===== config.mk =====
export PLATFORM = sky130hd
export DESIGN_NAME = envelope_breakpoint_interpolator_top_flat
export DESIGN_NICKNAME = d
export VERILOG_FILES = /design/src/design/ebi_pkg.sv /design/src/design/ebi_in_if.sv /design/src/design/ebi_out_if.sv /design/src/design/ebi_ram.sv /design/src/design/ebi_ctrl.sv /design/src/design/ebi_dp.sv /design/src/design/envelope_breakpoint_interpolator_top.sv /design/src/flat_wrapper.sv
export VERILOG_INCLUDE_DIRS = /design/src /design/src/design
export SDC_FILE = /design/constraint.sdc
export NUM_CORES = 1
export LEC_CHECK = 0
export BUFFER_PORTS_ARGS = -buffer_cell sky130_fd_sc_hd__buf_2
export CORE_ASPECT_RATIO = 0.5
export CORE_MARGIN = 8
export CORE_UTILIZATION = 48
export DETAILED_ROUTE_END_ITERATION = 10
export SYNTH_ARGS = -nofsm -noshare
export SYNTH_HDL_FRONTEND = slang
export SYNTH_SLANG_ARGS = --single-unit

===== constraint.sdc =====
create_clock -name clk_i -period 7.85 [get_ports clk_i]
set_input_delay 1.1775 -clock clk_i [delete_from_list [all_inputs] [get_ports clk_i]]
set_output_delay 1.1775 -clock clk_i [all_outputs]
set_load 0.05 [all_outputs]

===== src/design/envelope_breakpoint_interpolator_top_assert.svh =====
// ----------------------------------------------------------------------------
// Envelope breakpoint interpolator assertion macros
// Concurrent assertion wrappers that fall away in synthesis builds.
// ----------------------------------------------------------------------------
`ifndef ENVELOPE_BREAKPOINT_INTERPOLATOR_TOP_ASSERT_SVH
`define ENVELOPE_BREAKPOINT_INTERPOLATOR_TOP_ASSERT_SVH

`ifndef SYNTHESIS
`define EBI_ASSERT(lbl, clk, rstn, prop, msg) \
  lbl: assert property (@(posedge clk) disable iff (!rstn) prop) else $error(msg);
`define EBI_ASSERT_NEVER(lbl, clk, rstn, prop, msg) \
  lbl: assert property (@(posedge clk) disable iff (!rstn) !(prop)) else $error(msg);
`else
`define EBI_ASSERT(lbl, clk, rstn, prop, msg)
`define EBI_ASSERT_NEVER(lbl, clk, rstn, prop, msg)
`endif

`endif


===== src/design/ebi_pkg.sv =====
`timescale 1ns / 1ps
// ----------------------------------------------------------------------------
// Envelope breakpoint interpolator package
// Shared widths, codes and the control/status bundles of the block.
// ----------------------------------------------------------------------------
package ebi_pkg;

  localparam int MAX_POINTS_DEF = 16;

  localparam int POS_W      = 16;
  localparam int SLOPE_W    = 16;
  localparam int VAL_W      = 8;
  localparam int EIDX_W     = 4;
  localparam int COUNT_W    = 5;
  localparam int PTR_W      = 8;
  localparam int CFG_IDX_W  = 2;
  localparam int CFG_DATA_W = 8;

  localparam logic [PTR_W-1:0]   NONE_INDEX  = 8'hFF;
  localparam logic [COUNT_W-1:0] COUNT_RESET = 5'd1;

  typedef enum logic {
    KIND_TICK = 1'b0,
    KIND_LOAD = 1'b1
  } kind_e;

  typedef enum logic [CFG_IDX_W-1:0] {
    CFG_POINT_COUNT = 2'd0,
    CFG_SUSTAIN     = 2'd1,
    CFG_LOOP_START  = 2'd2,
    CFG_LOOP_END    = 2'd3
  } cfg_reg_e;

  // Which table entry the read port looks at.
  typedef enum logic [2:0] {
    RD_LAST   = 3'd0,
    RD_SUS    = 3'd1,
    RD_LEND   = 3'd2,
    RD_LSTART = 3'd3,
    RD_ZERO   = 3'd4,
    RD_SCAN   = 3'd5
  } rdsel_e;

  typedef struct packed {
    logic [POS_W-1:0]   position;
    logic [SLOPE_W-1:0] slope;
    logic [VAL_W-1:0]   value;
  } entry_t;

  localparam int ENTRY_W = $bits(entry_t);

  typedef struct packed {
    logic   tick_cap;
    logic   entry_wr;
    rdsel_e rd_sel;
    logic   cap_last;
    logic   cap_sus;
    logic   cap_lend;
    logic   cap_lstart;
    logic   scan_clr;
    logic   scan_inc;
    logic   cap_prev;
    logic   cap_seg;
    logic   mul;
    logic   lvl_exact;
    logic   lvl_end;
    logic   lvl_interp;
    logic   out_load;
  } cmd_t;

  typedef struct packed {
    logic scan_ge;
    logic scan_eq;
    logic scan_end;
    logic idx_zero;
    logic out_free;
  } status_t;

endpackage


===== src/design/ebi_in_if.sv =====
`timescale 1ns / 1ps
// ----------------------------------------------------------------------------
// Envelope input channel
// Valid/ready channel carrying tick and table load words.
// ----------------------------------------------------------------------------
interface ebi_in_if;
  logic                                valid;
  logic                                ready;
  logic                                kind;
  logic [ebi_pkg::POS_W-1:0]           position;
  logic                                released;
  logic [ebi_pkg::EIDX_W-1:0]          entry_index;
  logic [ebi_pkg::POS_W-1:0]           entry_position;
  logic signed [ebi_pkg::SLOPE_W-1:0]  entry_slope;
  logic [ebi_pkg::VAL_W-1:0]           entry_value;

  modport source (
    output valid, kind, position, released, entry_index, entry_position,
    entry_slope, entry_value,
    input  ready
  );
  modport sink (
    input  valid, kind, position, released, entry_index, entry_position,
    entry_slope, entry_value,
    output ready
  );
endinterface


===== src/design/ebi_out_if.sv =====
`timescale 1ns / 1ps
// ----------------------------------------------------------------------------
// Envelope output channel
// Valid/ready channel carrying one result word per tick.
// ----------------------------------------------------------------------------
interface ebi_out_if;
  logic                      valid;
  logic                      ready;
  logic [ebi_pkg::VAL_W-1:0] level;
  logic [ebi_pkg::POS_W-1:0] next_position;
  logic                      note_off_arm;

  modport source (
    output valid, level, next_position, note_off_arm,
    input  ready
  );
  modport sink (
    input  valid, level, next_position, note_off_arm,
    output ready
  );
endinterface


===== src/design/ebi_ram.sv =====
`timescale 1ns / 1ps
// ----------------------------------------------------------------------------
// Envelope table RAM
// Generic single write, single read memory with registered read data.
// ----------------------------------------------------------------------------
module ebi_ram #(
  parameter int WIDTH = ebi_pkg::ENTRY_W,
  parameter int DEPTH = ebi_pkg::MAX_POINTS_DEF
) (
  input  logic                     clk_i,
  input  logic                     we_i,
  input  logic [$clog2(DEPTH)-1:0] waddr_i,
  input  logic [WIDTH-1:0]         wdata_i,
  input  logic [$clog2(DEPTH)-1:0] raddr_i,
  output logic [WIDTH-1:0]         rdata_o
);

  logic [WIDTH-1:0] mem_q [DEPTH];
  logic [WIDTH-1:0] rdata_q;

  always_ff @(posedge clk_i) begin
    if (we_i) begin
      mem_q[waddr_i] <= wdata_i;
    end
    rdata_q <= mem_q[raddr_i];
  end

  assign rdata_o = rdata_q;

endmodule


===== src/design/ebi_ctrl.sv =====
`timescale 1ns / 1ps
// ----------------------------------------------------------------------------
// Envelope sequencer
// State machine that steps the datapath through one tick.
// ----------------------------------------------------------------------------
`include "envelope_breakpoint_interpolator_top_assert.svh"

module ebi_ctrl (
  input  logic             clk_i,
  input  logic             rst_ni,
  ebi_in_if.sink           in_i,
  input  ebi_pkg::status_t st_i,
  output ebi_pkg::cmd_t    cmd_o
);

  typedef enum logic [9:0] {
    ST_IDLE   = 10'b00_0000_0001,
    ST_LAST   = 10'b00_0000_0010,
    ST_SUS    = 10'b00_0000_0100,
    ST_LEND   = 10'b00_0000_1000,
    ST_LSTART = 10'b00_0001_0000,
    ST_SCAN0  = 10'b00_0010_0000,
    ST_SCAN   = 10'b00_0100_0000,
    ST_MUL    = 10'b00_1000_0000,
    ST_ADD    = 10'b01_0000_0000,
    ST_DONE   = 10'b10_0000_0000
  } state_e;

  state_e state_q, state_d;
  logic   accept;

  assign in_i.ready = (state_q == ST_IDLE);
  assign accept     = in_i.valid && in_i.ready;

  always_comb begin
    state_d = state_q;
    cmd_o   = '0;
    cmd_o.rd_sel = ebi_pkg::RD_SCAN;
    case (state_q)
      ST_IDLE: begin
        cmd_o.tick_cap = accept && (in_i.kind == ebi_pkg::KIND_TICK);
        cmd_o.entry_wr = accept && (in_i.kind == ebi_pkg::KIND_LOAD);
        if (cmd_o.tick_cap) begin
          state_d = ST_LAST;
        end
      end
      ST_LAST: begin
        cmd_o.rd_sel = ebi_pkg::RD_LAST;
        state_d      = ST_SUS;
      end
      ST_SUS: begin
        cmd_o.cap_last = 1'b1;
        cmd_o.rd_sel   = ebi_pkg::RD_SUS;
        state_d        = ST_LEND;
      end
      ST_LEND: begin
        cmd_o.cap_sus = 1'b1;
        cmd_o.rd_sel  = ebi_pkg::RD_LEND;
        state_d       = ST_LSTART;
      end
      ST_LSTART: begin
        cmd_o.cap_lend = 1'b1;
        cmd_o.rd_sel   = ebi_pkg::RD_LSTART;
        state_d        = ST_SCAN0;
      end
      ST_SCAN0: begin
        cmd_o.cap_lstart = 1'b1;
        cmd_o.rd_sel     = ebi_pkg::RD_ZERO;
        cmd_o.scan_clr   = 1'b1;
        state_d          = ST_SCAN;
      end
      ST_SCAN: begin
        // The read of the following entry is issued every cycle; it is
        // simply ignored once the scan stops.
        if (st_i.scan_ge) begin
          if (st_i.scan_eq) begin
            cmd_o.lvl_exact = 1'b1;
            state_d         = ST_DONE;
          end else if (st_i.idx_zero) begin
            cmd_o.lvl_end = 1'b1;
            state_d       = ST_DONE;
          end else begin
            cmd_o.cap_seg = 1'b1;
            state_d       = ST_MUL;
          end
        end else begin
          cmd_o.cap_prev = 1'b1;
          if (st_i.scan_end) begin
            cmd_o.lvl_end = 1'b1;
            state_d       = ST_DONE;
          end else begin
            cmd_o.scan_inc = 1'b1;
          end
        end
      end
      ST_MUL: begin
        cmd_o.mul = 1'b1;
        state_d   = ST_ADD;
      end
      ST_ADD: begin
        cmd_o.lvl_interp = 1'b1;
        state_d          = ST_DONE;
      end
      ST_DONE: begin
        if (st_i.out_free) begin
          cmd_o.out_load = 1'b1;
          state_d        = ST_IDLE;
        end
      end
      default: begin
        state_d = ST_IDLE;
      end
    endcase
  end

  always_ff @(posedge clk_i or negedge rst_ni) begin
    if (!rst_ni) begin
      state_q <= ST_IDLE;
    end else begin
      state_q <= state_d;
    end
  end

  `EBI_ASSERT(a_tick_starts_walk, clk_i, rst_ni, (accept && in_i.kind == ebi_pkg::KIND_TICK) |=> (state_q == ST_LAST), "tick accept did not start the table walk")
  `EBI_ASSERT(a_mul_then_add, clk_i, rst_ni, (state_q == ST_MUL) |=> (state_q == ST_ADD), "product not followed by the level add")
  `EBI_ASSERT_NEVER(a_no_overwrite, clk_i, rst_ni, cmd_o.out_load && !st_i.out_free, "result loaded over an untaken word")

endmodule


===== src/design/ebi_dp.sv =====
`timescale 1ns / 1ps
// ----------------------------------------------------------------------------
// Envelope datapath
// Configuration, breakpoint table, scan registers, multiplier, output word.
// ----------------------------------------------------------------------------
module ebi_dp #(
  parameter int MAX_POINTS = ebi_pkg::MAX_POINTS_DEF
) (
  input  logic                             clk_i,
  input  logic                             rst_ni,
  input  logic                             cfg_we_i,
  input  logic [ebi_pkg::CFG_IDX_W-1:0]    cfg_idx_i,
  input  logic [ebi_pkg::CFG_DATA_W-1:0]   cfg_data_i,
  ebi_in_if.sink                           in_i,
  ebi_out_if.source                        out_o,
  input  ebi_pkg::cmd_t                    cmd_i,
  output ebi_pkg::status_t                 st_o
);

  localparam int IDX_W = $clog2(MAX_POINTS);
  localparam int CNT_W = $clog2(MAX_POINTS + 1);

  // Configuration registers.
  logic [ebi_pkg::COUNT_W-1:0] count_q;
  logic [ebi_pkg::PTR_W-1:0]   sus_q, lstart_q, lend_q;

  // Tick working registers.
  logic [ebi_pkg::POS_W-1:0]   pos_q, lstart_pos_q, prev_pos_q, delta_q;
  logic [ebi_pkg::VAL_W-1:0]   last_val_q, prev_val_q, prod_q, level_q;
  logic [ebi_pkg::SLOPE_W-1:0] slope_q;
  logic                        rel_q, last_hit_q, sus_hit_q, lend_hit_q;
  logic [IDX_W-1:0]            idx_q;

  // Output word.
  logic                        out_valid_q;
  logic [ebi_pkg::VAL_W-1:0]   out_level_q;
  logic [ebi_pkg::POS_W-1:0]   out_next_q;
  logic                        out_off_q;

  logic [CNT_W-1:0]            n_eff;
  logic [IDX_W-1:0]            last_idx, raddr, waddr;
  logic                        sus_ok, lstart_ok, lend_ok, wr_en, note_off;
  logic [ebi_pkg::POS_W-1:0]   next_pos;
  logic [ebi_pkg::POS_W-1:0]   mul_lo;
  ebi_pkg::entry_t             wentry, rentry;

  function automatic logic idx_ok(logic [ebi_pkg::PTR_W-1:0] ix, logic [CNT_W-1:0] n);
    return (ix != ebi_pkg::NONE_INDEX) && (32'(ix) < 32'(n));
  endfunction

  always_comb begin
    if (count_q == '0) begin
      n_eff = CNT_W'(1);
    end else if (32'(count_q) > MAX_POINTS) begin
      n_eff = CNT_W'(MAX_POINTS);
    end else begin
      n_eff = CNT_W'(count_q);
    end
  end

  assign last_idx  = IDX_W'(n_eff - CNT_W'(1));
  assign sus_ok    = idx_ok(sus_q, n_eff);
  assign lstart_ok = idx_ok(lstart_q, n_eff);
  assign lend_ok   = idx_ok(lend_q, n_eff);

  always_comb begin
    case (cmd_i.rd_sel)
      ebi_pkg::RD_LAST:   raddr = last_idx;
      ebi_pkg::RD_SUS:    raddr = IDX_W'(sus_q);
      ebi_pkg::RD_LEND:   raddr = IDX_W'(lend_q);
      ebi_pkg::RD_LSTART: raddr = IDX_W'(lstart_q);
      ebi_pkg::RD_ZERO:   raddr = '0;
      ebi_pkg::RD_SCAN:   raddr = idx_q + IDX_W'(1);
      default:            raddr = '0;
    endcase
  end

  // Loads beyond the table depth are dropped.
  assign waddr  = IDX_W'(in_i.entry_index);
  assign wr_en  = cmd_i.entry_wr && (32'(in_i.entry_index) < MAX_POINTS);
  assign wentry = '{position: in_i.entry_position,
                    slope:    in_i.entry_slope,
                    value:    in_i.entry_value};

  ebi_ram #(
    .WIDTH (ebi_pkg::ENTRY_W),
    .DEPTH (MAX_POINTS)
  ) u_table (
    .clk_i   (clk_i),
    .we_i    (wr_en),
    .waddr_i (waddr),
    .wdata_i (wentry),
    .raddr_i (raddr),
    .rdata_o (rentry)
  );

  assign st_o.scan_ge  = rentry.position >= pos_q;
  assign st_o.scan_eq  = rentry.position == pos_q;
  assign st_o.scan_end = (CNT_W'(idx_q) + CNT_W'(1)) == n_eff;
  assign st_o.idx_zero = (idx_q == '0);
  assign st_o.out_free = !out_valid_q || out_o.ready;

  // Only bits 15:8 of the slope-distance product survive the shift and the
  // 8-bit wrap, and the low 16 bits of a product are the same whether the
  // operands are read as signed or unsigned.
  assign mul_lo = 16'(slope_q * delta_q);

  always_comb begin
    next_pos = pos_q + ebi_pkg::POS_W'(1);
    if (sus_hit_q || last_hit_q) begin
      next_pos = pos_q;
    end
    if (lend_hit_q) begin
      next_pos = lstart_pos_q;
    end
  end

  assign note_off = last_hit_q && (last_val_q == '0) &&
                    !(lend_ok && (32'(lend_q) >= 32'(last_idx)));

  always_ff @(posedge clk_i or negedge rst_ni) begin
    if (!rst_ni) begin
      count_q     <= ebi_pkg::COUNT_RESET;
      sus_q       <= ebi_pkg::NONE_INDEX;
      lstart_q    <= ebi_pkg::NONE_INDEX;
      lend_q      <= ebi_pkg::NONE_INDEX;
      out_valid_q <= 1'b0;
    end else begin
      if (cfg_we_i) begin
        case (ebi_pkg::cfg_reg_e'(cfg_idx_i))
          ebi_pkg::CFG_POINT_COUNT: count_q  <= cfg_data_i[ebi_pkg::COUNT_W-1:0];
          ebi_pkg::CFG_SUSTAIN:     sus_q    <= cfg_data_i;
          ebi_pkg::CFG_LOOP_START:  lstart_q <= cfg_data_i;
          ebi_pkg::CFG_LOOP_END:    lend_q   <= cfg_data_i;
          default: ;
        endcase
      end
      if (cmd_i.out_load) begin
        out_valid_q <= 1'b1;
      end else if (out_o.ready) begin
        out_valid_q <= 1'b0;
      end
    end
  end

  always_ff @(posedge clk_i) begin
    if (cmd_i.tick_cap) begin
      pos_q <= in_i.position;
      rel_q <= in_i.released;
    end
    if (cmd_i.cap_last) begin
      last_val_q <= rentry.value;
      last_hit_q <= pos_q >= rentry.position;
    end
    if (cmd_i.cap_sus) begin
      sus_hit_q <= !rel_q && sus_ok && (rentry.position == pos_q);
    end
    if (cmd_i.cap_lend) begin
      lend_hit_q <= !rel_q && lend_ok && lstart_ok && (rentry.position == pos_q);
    end
    if (cmd_i.cap_lstart) begin
      lstart_pos_q <= rentry.position;
    end
    if (cmd_i.scan_clr) begin
      idx_q <= '0;
    end else if (cmd_i.scan_inc) begin
      idx_q <= idx_q + IDX_W'(1);
    end
    if (cmd_i.cap_prev) begin
      prev_pos_q <= rentry.position;
      prev_val_q <= rentry.value;
    end
    if (cmd_i.cap_seg) begin
      slope_q <= rentry.slope;
      delta_q <= pos_q - prev_pos_q;
    end
    if (cmd_i.mul) begin
      prod_q <= mul_lo[15:8];
    end
    if (cmd_i.lvl_exact) begin
      level_q <= rentry.value;
    end else if (cmd_i.lvl_end) begin
      level_q <= last_val_q;
    end else if (cmd_i.lvl_interp) begin
      level_q <= prod_q + prev_val_q;
    end
    if (cmd_i.out_load) begin
      out_level_q <= level_q;
      out_next_q  <= next_pos;
      out_off_q   <= note_off;
    end
  end

  assign out_o.valid         = out_valid_q;
  assign out_o.level         = out_level_q;
  assign out_o.next_position = out_next_q;
  assign out_o.note_off_arm  = out_off_q;

endmodule


===== src/design/envelope_breakpoint_interpolator_top.sv =====
`timescale 1ns / 1ps
// Sequence: an accepted tick word steps through the reads of the last, sustain, loop end
// and loop start entries, then a scan of k entries (1 to the entry count) through the
// single table read port, a multiply and an add when the level is interpolated, and a
// wait for a free output register; no word is taken until it is back at rest.
// Reset is asynchronous and active low: it clears the sequencer, the output valid and
// the configuration (one entry, no sustain, no loop); the table contents stay undefined.
// ----------------------------------------------------------------------------
// Envelope breakpoint interpolator
// Piecewise-linear envelope generator over a small breakpoint table.
// ----------------------------------------------------------------------------
module envelope_breakpoint_interpolator_top #(
  parameter int MAX_POINTS = ebi_pkg::MAX_POINTS_DEF
) (
  input  logic                           clk_i,
  input  logic                           rst_ni,
  input  logic                           cfg_we_i,
  input  logic [ebi_pkg::CFG_IDX_W-1:0]  cfg_idx_i,
  input  logic [ebi_pkg::CFG_DATA_W-1:0] cfg_data_i,
  ebi_in_if.sink                         in_i,
  ebi_out_if.source                      out_o
);

  // The sequencer walks each tick through a fixed order of table reads: the
  // last entry in use, the sustain entry, the loop end and the loop start.
  // Those reads settle the next position and the note-off flag. It then scans
  // the table from entry zero until it finds the first breakpoint at or past
  // the position. An exact match returns that entry's value; running off
  // either end of the table returns the last entry's value; otherwise the
  // segment is interpolated from the entry below with the slope of the entry
  // above, through one multiply and one add.
  //
  // The result sits in an output register, so a new word can be accepted as
  // soon as the sequencer is back at rest, even while the previous result
  // still waits to be taken. Configuration must be written only when the block is
  // quiet; the block itself does not enforce this.

  ebi_pkg::cmd_t    cmd;
  ebi_pkg::status_t st;

  ebi_ctrl u_ctrl (
    .clk_i  (clk_i),
    .rst_ni (rst_ni),
    .in_i   (in_i),
    .st_i   (st),
    .cmd_o  (cmd)
  );

  ebi_dp #(
    .MAX_POINTS (MAX_POINTS)
  ) u_dp (
    .clk_i      (clk_i),
    .rst_ni     (rst_ni),
    .cfg_we_i   (cfg_we_i),
    .cfg_idx_i  (cfg_idx_i),
    .cfg_data_i (cfg_data_i),
    .in_i       (in_i),
    .out_o      (out_o),
    .cmd_i      (cmd),
    .st_o       (st)
  );

endmodule

===== src/flat_wrapper.sv =====
// flat-port wrapper written by rule: the top's interface ports become plain ports
module envelope_breakpoint_interpolator_top_flat 
#(
  parameter int MAX_POINTS = ebi_pkg::MAX_POINTS_DEF
)
  (clk_i, rst_ni, cfg_we_i, cfg_idx_i, cfg_data_i, in_i_valid, in_i_kind, in_i_position, in_i_released, in_i_entry_index, in_i_entry_position, in_i_entry_slope, in_i_entry_value, in_i_ready, out_o_valid, out_o_level, out_o_next_position, out_o_note_off_arm, out_o_ready);
  ebi_in_if in_i_i ();
  ebi_out_if out_o_i ();
  input  logic clk_i;
  input  logic rst_ni;
  input  logic cfg_we_i;
  input  logic [ebi_pkg::CFG_IDX_W-1:0] cfg_idx_i;
  input  logic [ebi_pkg::CFG_DATA_W-1:0] cfg_data_i;
  input wire logic [$bits(in_i_i.valid)-1:0] in_i_valid;
  input wire logic [$bits(in_i_i.kind)-1:0] in_i_kind;
  input wire logic [$bits(in_i_i.position)-1:0] in_i_position;
  input wire logic [$bits(in_i_i.released)-1:0] in_i_released;
  input wire logic [$bits(in_i_i.entry_index)-1:0] in_i_entry_index;
  input wire logic [$bits(in_i_i.entry_position)-1:0] in_i_entry_position;
  input wire logic [$bits(in_i_i.entry_slope)-1:0] in_i_entry_slope;
  input wire logic [$bits(in_i_i.entry_value)-1:0] in_i_entry_value;
  output wire logic [$bits(in_i_i.ready)-1:0] in_i_ready;
  output wire logic [$bits(out_o_i.valid)-1:0] out_o_valid;
  output wire logic [$bits(out_o_i.level)-1:0] out_o_level;
  output wire logic [$bits(out_o_i.next_position)-1:0] out_o_next_position;
  output wire logic [$bits(out_o_i.note_off_arm)-1:0] out_o_note_off_arm;
  input wire logic [$bits(out_o_i.ready)-1:0] out_o_ready;
  assign in_i_i.valid = in_i_valid;
  assign in_i_i.kind = in_i_kind;
  assign in_i_i.position = in_i_position;
  assign in_i_i.released = in_i_released;
  assign in_i_i.entry_index = in_i_entry_index;
  assign in_i_i.entry_position = in_i_entry_position;
  assign in_i_i.entry_slope = in_i_entry_slope;
  assign in_i_i.entry_value = in_i_entry_value;
  assign in_i_ready = in_i_i.ready;
  assign out_o_valid = out_o_i.valid;
  assign out_o_level = out_o_i.level;
  assign out_o_next_position = out_o_i.next_position;
  assign out_o_note_off_arm = out_o_i.note_off_arm;
  assign out_o_i.ready = out_o_ready;
  envelope_breakpoint_interpolator_top #(.MAX_POINTS(MAX_POINTS)) u_core (.clk_i(clk_i), .rst_ni(rst_ni), .cfg_we_i(cfg_we_i), .cfg_idx_i(cfg_idx_i), .cfg_data_i(cfg_data_i), .in_i(in_i_i), .out_o(out_o_i));
endmodule

# == After elaboration in Yosys (flattened, before gate mapping) ==
# Memories as Yosys holds them, arrays and structs flattened. A register that Yosys moved wholly into a read port is not among the register bits.
# Index checks and enable logic that the tools add are counted.
# word_totals
register_bits,185
ram_bits,640
in_bits,77
output_inout_bits,27
wordCells,137
memories,1
# mem_list
memory,depth,word_bits,read_ports,rd_ports_with_merged_regs,write_ports,line_no,rtl
u_core.u_dp.u_table.mem_q,16,40,1,1,1,ebi_ram.sv:18,logic [WIDTH-1:0] mem_q [DEPTH];
# classes
add_sub_neg,6
mul,1
order_cmp,7
n_eq_ne,25
muxes,42
n_bitwise,1
n_reduce_logical,31
# ops
operator,n
case mux 10 bit (10 select lines),1
two-way mux 10 bit,6
>= comparator 16 bit,2
two-way mux 16 bit,2
< comparator 8 x 5 -> 1 bit,3
two-way mux 8 bit,3
inequality test 8 bit (second input constant),3
two-way mux 1 bit,21
case mux 4 bit (5 select lines),1
adder 16 x 1 -> 16 bit (second input constant),1
equality test 16 bit,1
multiplier 16 x 16 -> 16 bit,1
subtractor 16 bit,1
case mux 3 bit (5 select lines),1
logical AND 1 bit,14
equality test 10 x 1 -> 1 bit (second input constant),1
equality test 10 bit (second input constant),1
equality test 10 x 2 -> 1 bit (second input constant),1
equality test 10 x 3 -> 1 bit (second input constant),1
equality test 10 x 4 -> 1 bit (second input constant),1
equality test 10 x 5 -> 1 bit (second input constant),1
equality test 10 x 6 -> 1 bit (second input constant),1
equality test 10 x 7 -> 1 bit (second input constant),1
equality test 10 x 8 -> 1 bit (second input constant),1
other kinds (30),43

# == Longest topological paths before layout ==
# logic_depth
depth_word,9
ltp_mapped,23
depth_no_buf,22

# == Worst setup path before layout ==
# Ideal clock, no wire load.
# synth_timing
kind,reg2reg
start,register u_core.u_ctrl.state_q[1]
end,"memory u_core.u_dp.u_table.mem_q[0][0] in the netlist's numbering, enable pin"
setup_time_ps,487
arrival_time_ps,5766
t_required_ps,7363
path_slack_ps,1597
stages_incl_launch_ff,8
n_path_buf,1
synth_period_minus_slack_ps,6253
cell_sequence,dfrtp_1 > buf_1 > nor4_1 > nand2_1 > nor3b_1 > nand3_1 > or3_1 > nor3_1
# synth_between
elab_chain_cells,6
# synth_lines
item,line_no,rtl
start: declaration,ebi_ctrl.sv:29,"state_e state_q, state_d;"
start signal: assignment,ebi_ctrl.sv:120,state_q <= state_d;
equality test 10 x 1 -> 1 bit (*),ebi_ctrl.sv:32,assign in_i.ready = (state_q == ST_IDLE);
named net in_i_ready,flat_wrapper.sv:22,output wire logic [$bits(in_i_i.ready)-1:0] in_i_ready;
logical AND 1 bit,ebi_ctrl.sv:33,assign accept = in_i.valid && in_i.ready;
logical AND 1 bit,ebi_ctrl.sv:42,cmd_o.entry_wr = accept && (in_i.kind == ebi_pkg::KIND_LOAD);
two-way mux 2 bit (*),ebi_ctrl.sv:39,case (state_q)
two-way mux 1 bit (*),ebi_ram.sv:22,if (we_i) begin
two-way mux 1 bit (not written as such) (*),ebi_ram.sv:23,mem_q[waddr_i] <= wdata_i;
end: declaration,ebi_ram.sv:18,
# The timed path passes the listed nets; every way through them passes the cells marked *.

# == Worst setup path after layout ==
# layout_timing
start,register u_core.u_dp.delta_q[1] in the netlist's numbering
end,register u_core.u_dp.prod_q[7] in the netlist's numbering (data pin)
# layout_between
elab_chain_cells,1
# layout_lines
item,line_no,rtl
start: declaration,ebi_dp.sv:28,"logic [ebi_pkg::POS_W-1:0] pos_q, lstart_pos_q, prev_pos_q, delta_q;"
start signal: assignment,ebi_dp.sv:175,delta_q <= pos_q - prev_pos_q;
multiplier 16 x 16 -> 16 bit,ebi_dp.sv:106,assign mul_lo = 16'(slope_q * delta_q);
named net u_core.u_dp.mul_lo (one bit),ebi_dp.sv:44,logic [ebi_pkg::POS_W-1:0] mul_lo;
end signal: assignment,ebi_dp.sv:178,prod_q <= mul_lo[15:8];
end: declaration,ebi_dp.sv:29,"logic [ebi_pkg::VAL_W-1:0] last_val_q, prev_val_q, prod_q, level_q;"
# The timed path passes the listed nets, and every way through them passes these cells.
# A chain may end at the register's enable or synchronous reset.

==> run summary <==
STA
* 0 — pins over their slew limit
* no — setup repair after global routing missed its margin
* 0 — final hold violations
* 0.4032 ns — worst-case hold slack
* 1.060 ns — actual transition at the worst max-transition pin
* 0 — number of setup violations in the final report
* 0 ns — final-layout setup total negative slack
* 5.788 ns — time the worst path needs with I/O delays and setup
* 0.2936 — Slew headroom
* 0.1728 GHz — maximum frequency from static timing analysis
* 0.7373 — share of the clock period used by the worst path
* 0.02517 ns — Clock Skews

Logic synthesis
* 0.09637 — mux cell area share after synthesis
* 0.06185 — share of synthesized cell area in and, or, nand and nor gates
* 2485 — post-synthesis instance total
* 0.04897 — post-synthesis compound-gate area fraction
* 0.01798 — post-synthesis xor/xnor area fraction
* 781 — count of flip-flops with a built-in enable after synthesis
* 68 — count of cell types in the netlist
* 2748 — net count of the mapped netlist
* 37990 µm² — Mapped Area
* 0.04624 — fraction of registers with async set/reset
* 0 — synth warn
* sky130_fd_sc_hd__edfxtp_1 — Main synth FF type
* 0.6677 — proportion of synthesized chip area in sequential cells
* multiplexers — main combinational cell family by area after synthesis
* 15.29 µm² — synthesized area per cell
* 865 — number of synthesized register bits
* 0.07727 — adder-cell share of the synthesized area

Layout
* 2865 — final-stage net count
* 0.1353 — fraction of final layout cells with drive strength greater than 1
* 11.97% — synthesis-to-finish area growth

Critical path
* sky130_fd_sc_hd__a2111oi_0 — critical path's slowest cell
* and2_1 -> fa_1 -> inv_1 -> fa_1 -> inv_1 -> ha_1 -> inv_1 -> fa_1 -> inv_1 -> fa_1 -> inv_1 -> fa_1 -> inv_1 -> ha_1 -> nand3_1 -> nand2_1 -> a41oi_1 -> a2111oi_0 -> o21a_1 -> o21ai_0 -> nand2b_1 -> xnor2_1 — worst-path cell chain
* 15 — largest driver fanout on the critical path
* flop to flop — startpoint-to-endpoint class of the critical path
* sky130_fd_sc_hd__inv_1 — Most common cell on crit path
* 0.73 ns — CP max stage delay
* 6 — Worst Path Buf+Inv
* flop — critical path launch point type
* 6.20 ns — critical path arrival
* flop — kind of end point of the critical path
* 8.26 ns — Crit path required time
* adder cells — family with the most delay on the worst path

Placement
* 0.8285 — routability-driven placement congestion ratio
* 50930 µm — HPWL after detailed placement
* 103 — count of buffers from port buffering

Routing
* 1835 — starting DRC count in detailed routing
* 20638 — via count
* 87200 µm — Total Wirelength
* 5 — number of iterations in the first detailed-routing pass
* 39460 µm — wire length on met1
* 41530 µm — met2 routed WL
* 23.43 µm — average detailed-routed wire length per instance
* 0 — post-detailed-route DRC marker count
* 5.545 — detail-routed via count per cell
* 4599 µm — met3 routed WL
* met4 — topmost layer with routed signal wires
* 0 — post-route antenna net violation count

Clocking
* 0.67 ns — Skew-Pair Late Insertion Delay
* 0 — Hold Buf Count CTS
* 865 — total number of clock tree sinks
* 0.07 ns — clock slew seen by the registers of the worst setup and hold paths
* done — clock tree from TritonCTS
* sky130_fd_sc_hd__clkbuf_16 — CTS Root Buffer Type
* 3 — H-tree depth
* 3 — Clock Tree Buf Depth
* 0 — Post-CTS Setup Bufs
* 0 — count of cells resized by post-cts repair
* 78 — TritonCTS Buffers

GRT
* 129500 µm — global-route wire length before repair
* 6 — number of antenna violations at the first check in global routing
* 0.1937 — Overall Global Routing Usage
* 20628 — number of global-route vias before repair
* 107 — maximum number of pins on one net before global-route repair
* 0 — sum of overflow across all layers after global routing

Min path
* flop to flop — Hold Path Class

Floorplanning
* 88950 µm² — area enclosed by the die boundary
* 73 — placement row count
* 104 — number of top-level pins
* 78920 µm² — area of the core
* 214.9 µm — vertical die dimension
* 0.4814 — Initial Utilization
* 413.9 µm — die width

Flow run
* 0 — total of max-cap violations

Power and ir drop
* 228.3 nW/µm² — power per cell area
* 15.10 nW — Static Leak
* 0.1506 mV — Max rail drop VDD

Status
* complete, no violations — result of the run

[cell usage after synthesis (22+ instances only)]
master                     count  area (µm²)
sky130_fd_sc_hd__xnor2_1      60       525.5
sky130_fd_sc_hd__dfxtp_1      44       880.8
sky130_fd_sc_hd__nor2_1       92       345.3
sky130_fd_sc_hd__clkbuf_1     62       232.7
sky130_fd_sc_hd__nand2_1     131       491.7
sky130_fd_sc_hd__mux2_2       30       337.8
sky130_fd_sc_hd__o21ai_0      36       180.2
sky130_fd_sc_hd__nor3_1       22       110.1
sky130_fd_sc_hd__dfstp_2      26       683.2
sky130_fd_sc_hd__mux2i_1     332        3323
sky130_fd_sc_hd__or3b_1       25       219.0
sky130_fd_sc_hd__inv_1       158       593.1
sky130_fd_sc_hd__and2_1       63       394.1
sky130_fd_sc_hd__edfxtp_1    781       23450
sky130_fd_sc_hd__or3_1        24       150.1
sky130_fd_sc_hd__fa_1         81        1622
sky130_fd_sc_hd__a21oi_1      31       155.2
sky130_fd_sc_hd__ha_1        105        1314
sky130_fd_sc_hd__o22ai_1     132       825.8
[power by group]
part | internal [W] | switching, W | leakage (nW)
combinational | 0.000169 | 0.000270 | 5.88
clock | 0.00236 | 0.00175 | 1.36
sequential | 0.00511 | 0.0000583 | 7.87
[metal layers]
metal / vias to the layer above / track usage
li1: 9502 / -
met3: 114 / 0.03333
met5: - / 0
met2: 492 / 0.3169
met4: 0 / 0.03972
met1: 10530 / 0.2738
[through the flow]
| step | area (µm²) | utilization | setup WS (ns) | std cells | power (W) |
|---|---|---|---|---|---|
| 2_1_floorplan | 37990 | - | 1.597 | 2485 | 0.005505 |
| 3_3_place_gp | 39740 | 0.5035 | 2.104 | 3572 | 0.005694 |
| 3_5_place_dp | 39740 | 0.5035 | 2.057 | 3572 | 0.005706 |
| 4_1_cts | 42530 | 0.5389 | 2.042 | 3718 | 0.009789 |
| 5_1_grt | 42530 | 0.5389 | 1.724 | 3720 | 0.01002 |
| 6_report | 42540 | 0.5390 | 2.062 | 3722 | 0.009710 |
[final timing paths]
| path | startpoint | slack (ns) | to | cells past startpoint |
|---|---|---|---|---|
| setup / recovery | u_core.u_dp.delta_q[1] | 2.06 | u_core.u_dp.prod_q[7] | 22 |
| hold / removal | u_core.u_dp.u_table.rdata_o[12] | 0.40 | u_core.u_dp.slope_q[4] | 0 |
| setup reg to reg | u_core.u_dp.delta_q[1] | 2.06 | u_core.u_dp.prod_q[7] | 22 |
| hold reg to reg | u_core.u_dp.u_table.rdata_o[12] | 0.40 | u_core.u_dp.slope_q[4] | 0 |
| max in group asynchronous | rst_ni | 6.59 | u_core.u_ctrl.state_q[5] | 1 |
| min in group asynchronous | rst_ni | 0.67 | u_core.u_dp.count_q[2] | 1 |
[cells by family after synthesis]
| kind of cell | after synthesis |
|---|---|
| flops | 865 |
| simple gates | 454 |
| mux | 362 |
| compound gates | 281 |
| buf+inv | 259 |
| fa+ha+maj | 186 |
| xor+xnor | 78 |
[layout by cell type (no fill, tap or decap), types with 44 or more instances in the layout]
cell type / synthesis / routed
sky130_fd_sc_hd__edfxtp_1: 781 / 781
sky130_fd_sc_hd__fa_1: 81 / 81
sky130_fd_sc_hd__nand2_1: 131 / 130
sky130_fd_sc_hd__nor2_1: 92 / 80
sky130_fd_sc_hd__clkbuf_16: 0 / 79
sky130_fd_sc_hd__mux2i_1: 332 / 332
sky130_fd_sc_hd__dfxtp_1: 44 / 44
sky130_fd_sc_hd__xnor2_1: 60 / 60
sky130_fd_sc_hd__inv_1: 158 / 158
sky130_fd_sc_hd__buf_2: 12 / 103
sky130_fd_sc_hd__and2_1: 63 / 63
sky130_fd_sc_hd__ha_1: 105 / 105
sky130_fd_sc_hd__o22ai_1: 132 / 132
[flip-flops by register name, indices dropped and copies added, names as in the netlist, 10 cells and up]
name                             count
u_core.u_dp.slope_q                 16
u_core.u_dp.u_table.mem_q          640
u_core.u_dp.prev_pos_q              16
u_core.u_ctrl.state_q               10
u_core.u_dp.pos_q                   16
u_core.u_dp.delta_q                 16
u_core.u_dp.lstart_pos_q            16
u_core.u_dp.u_table.rdata_o         40
u_core.u_dp.out_o.next_position     16
[final cells by class]
class                      count  area [µm²]
timing repair buffer         138       803.3
fill                        6434       36380
tap                         1050        1314
multi-input combinational   1361       11660
inverter                     158       593.1
antenna                        4       10.01
clock buffer                  97        2128
clock inverter                49       660.6
sequential                   865       25370
Power figures use the tool's default switching activity.
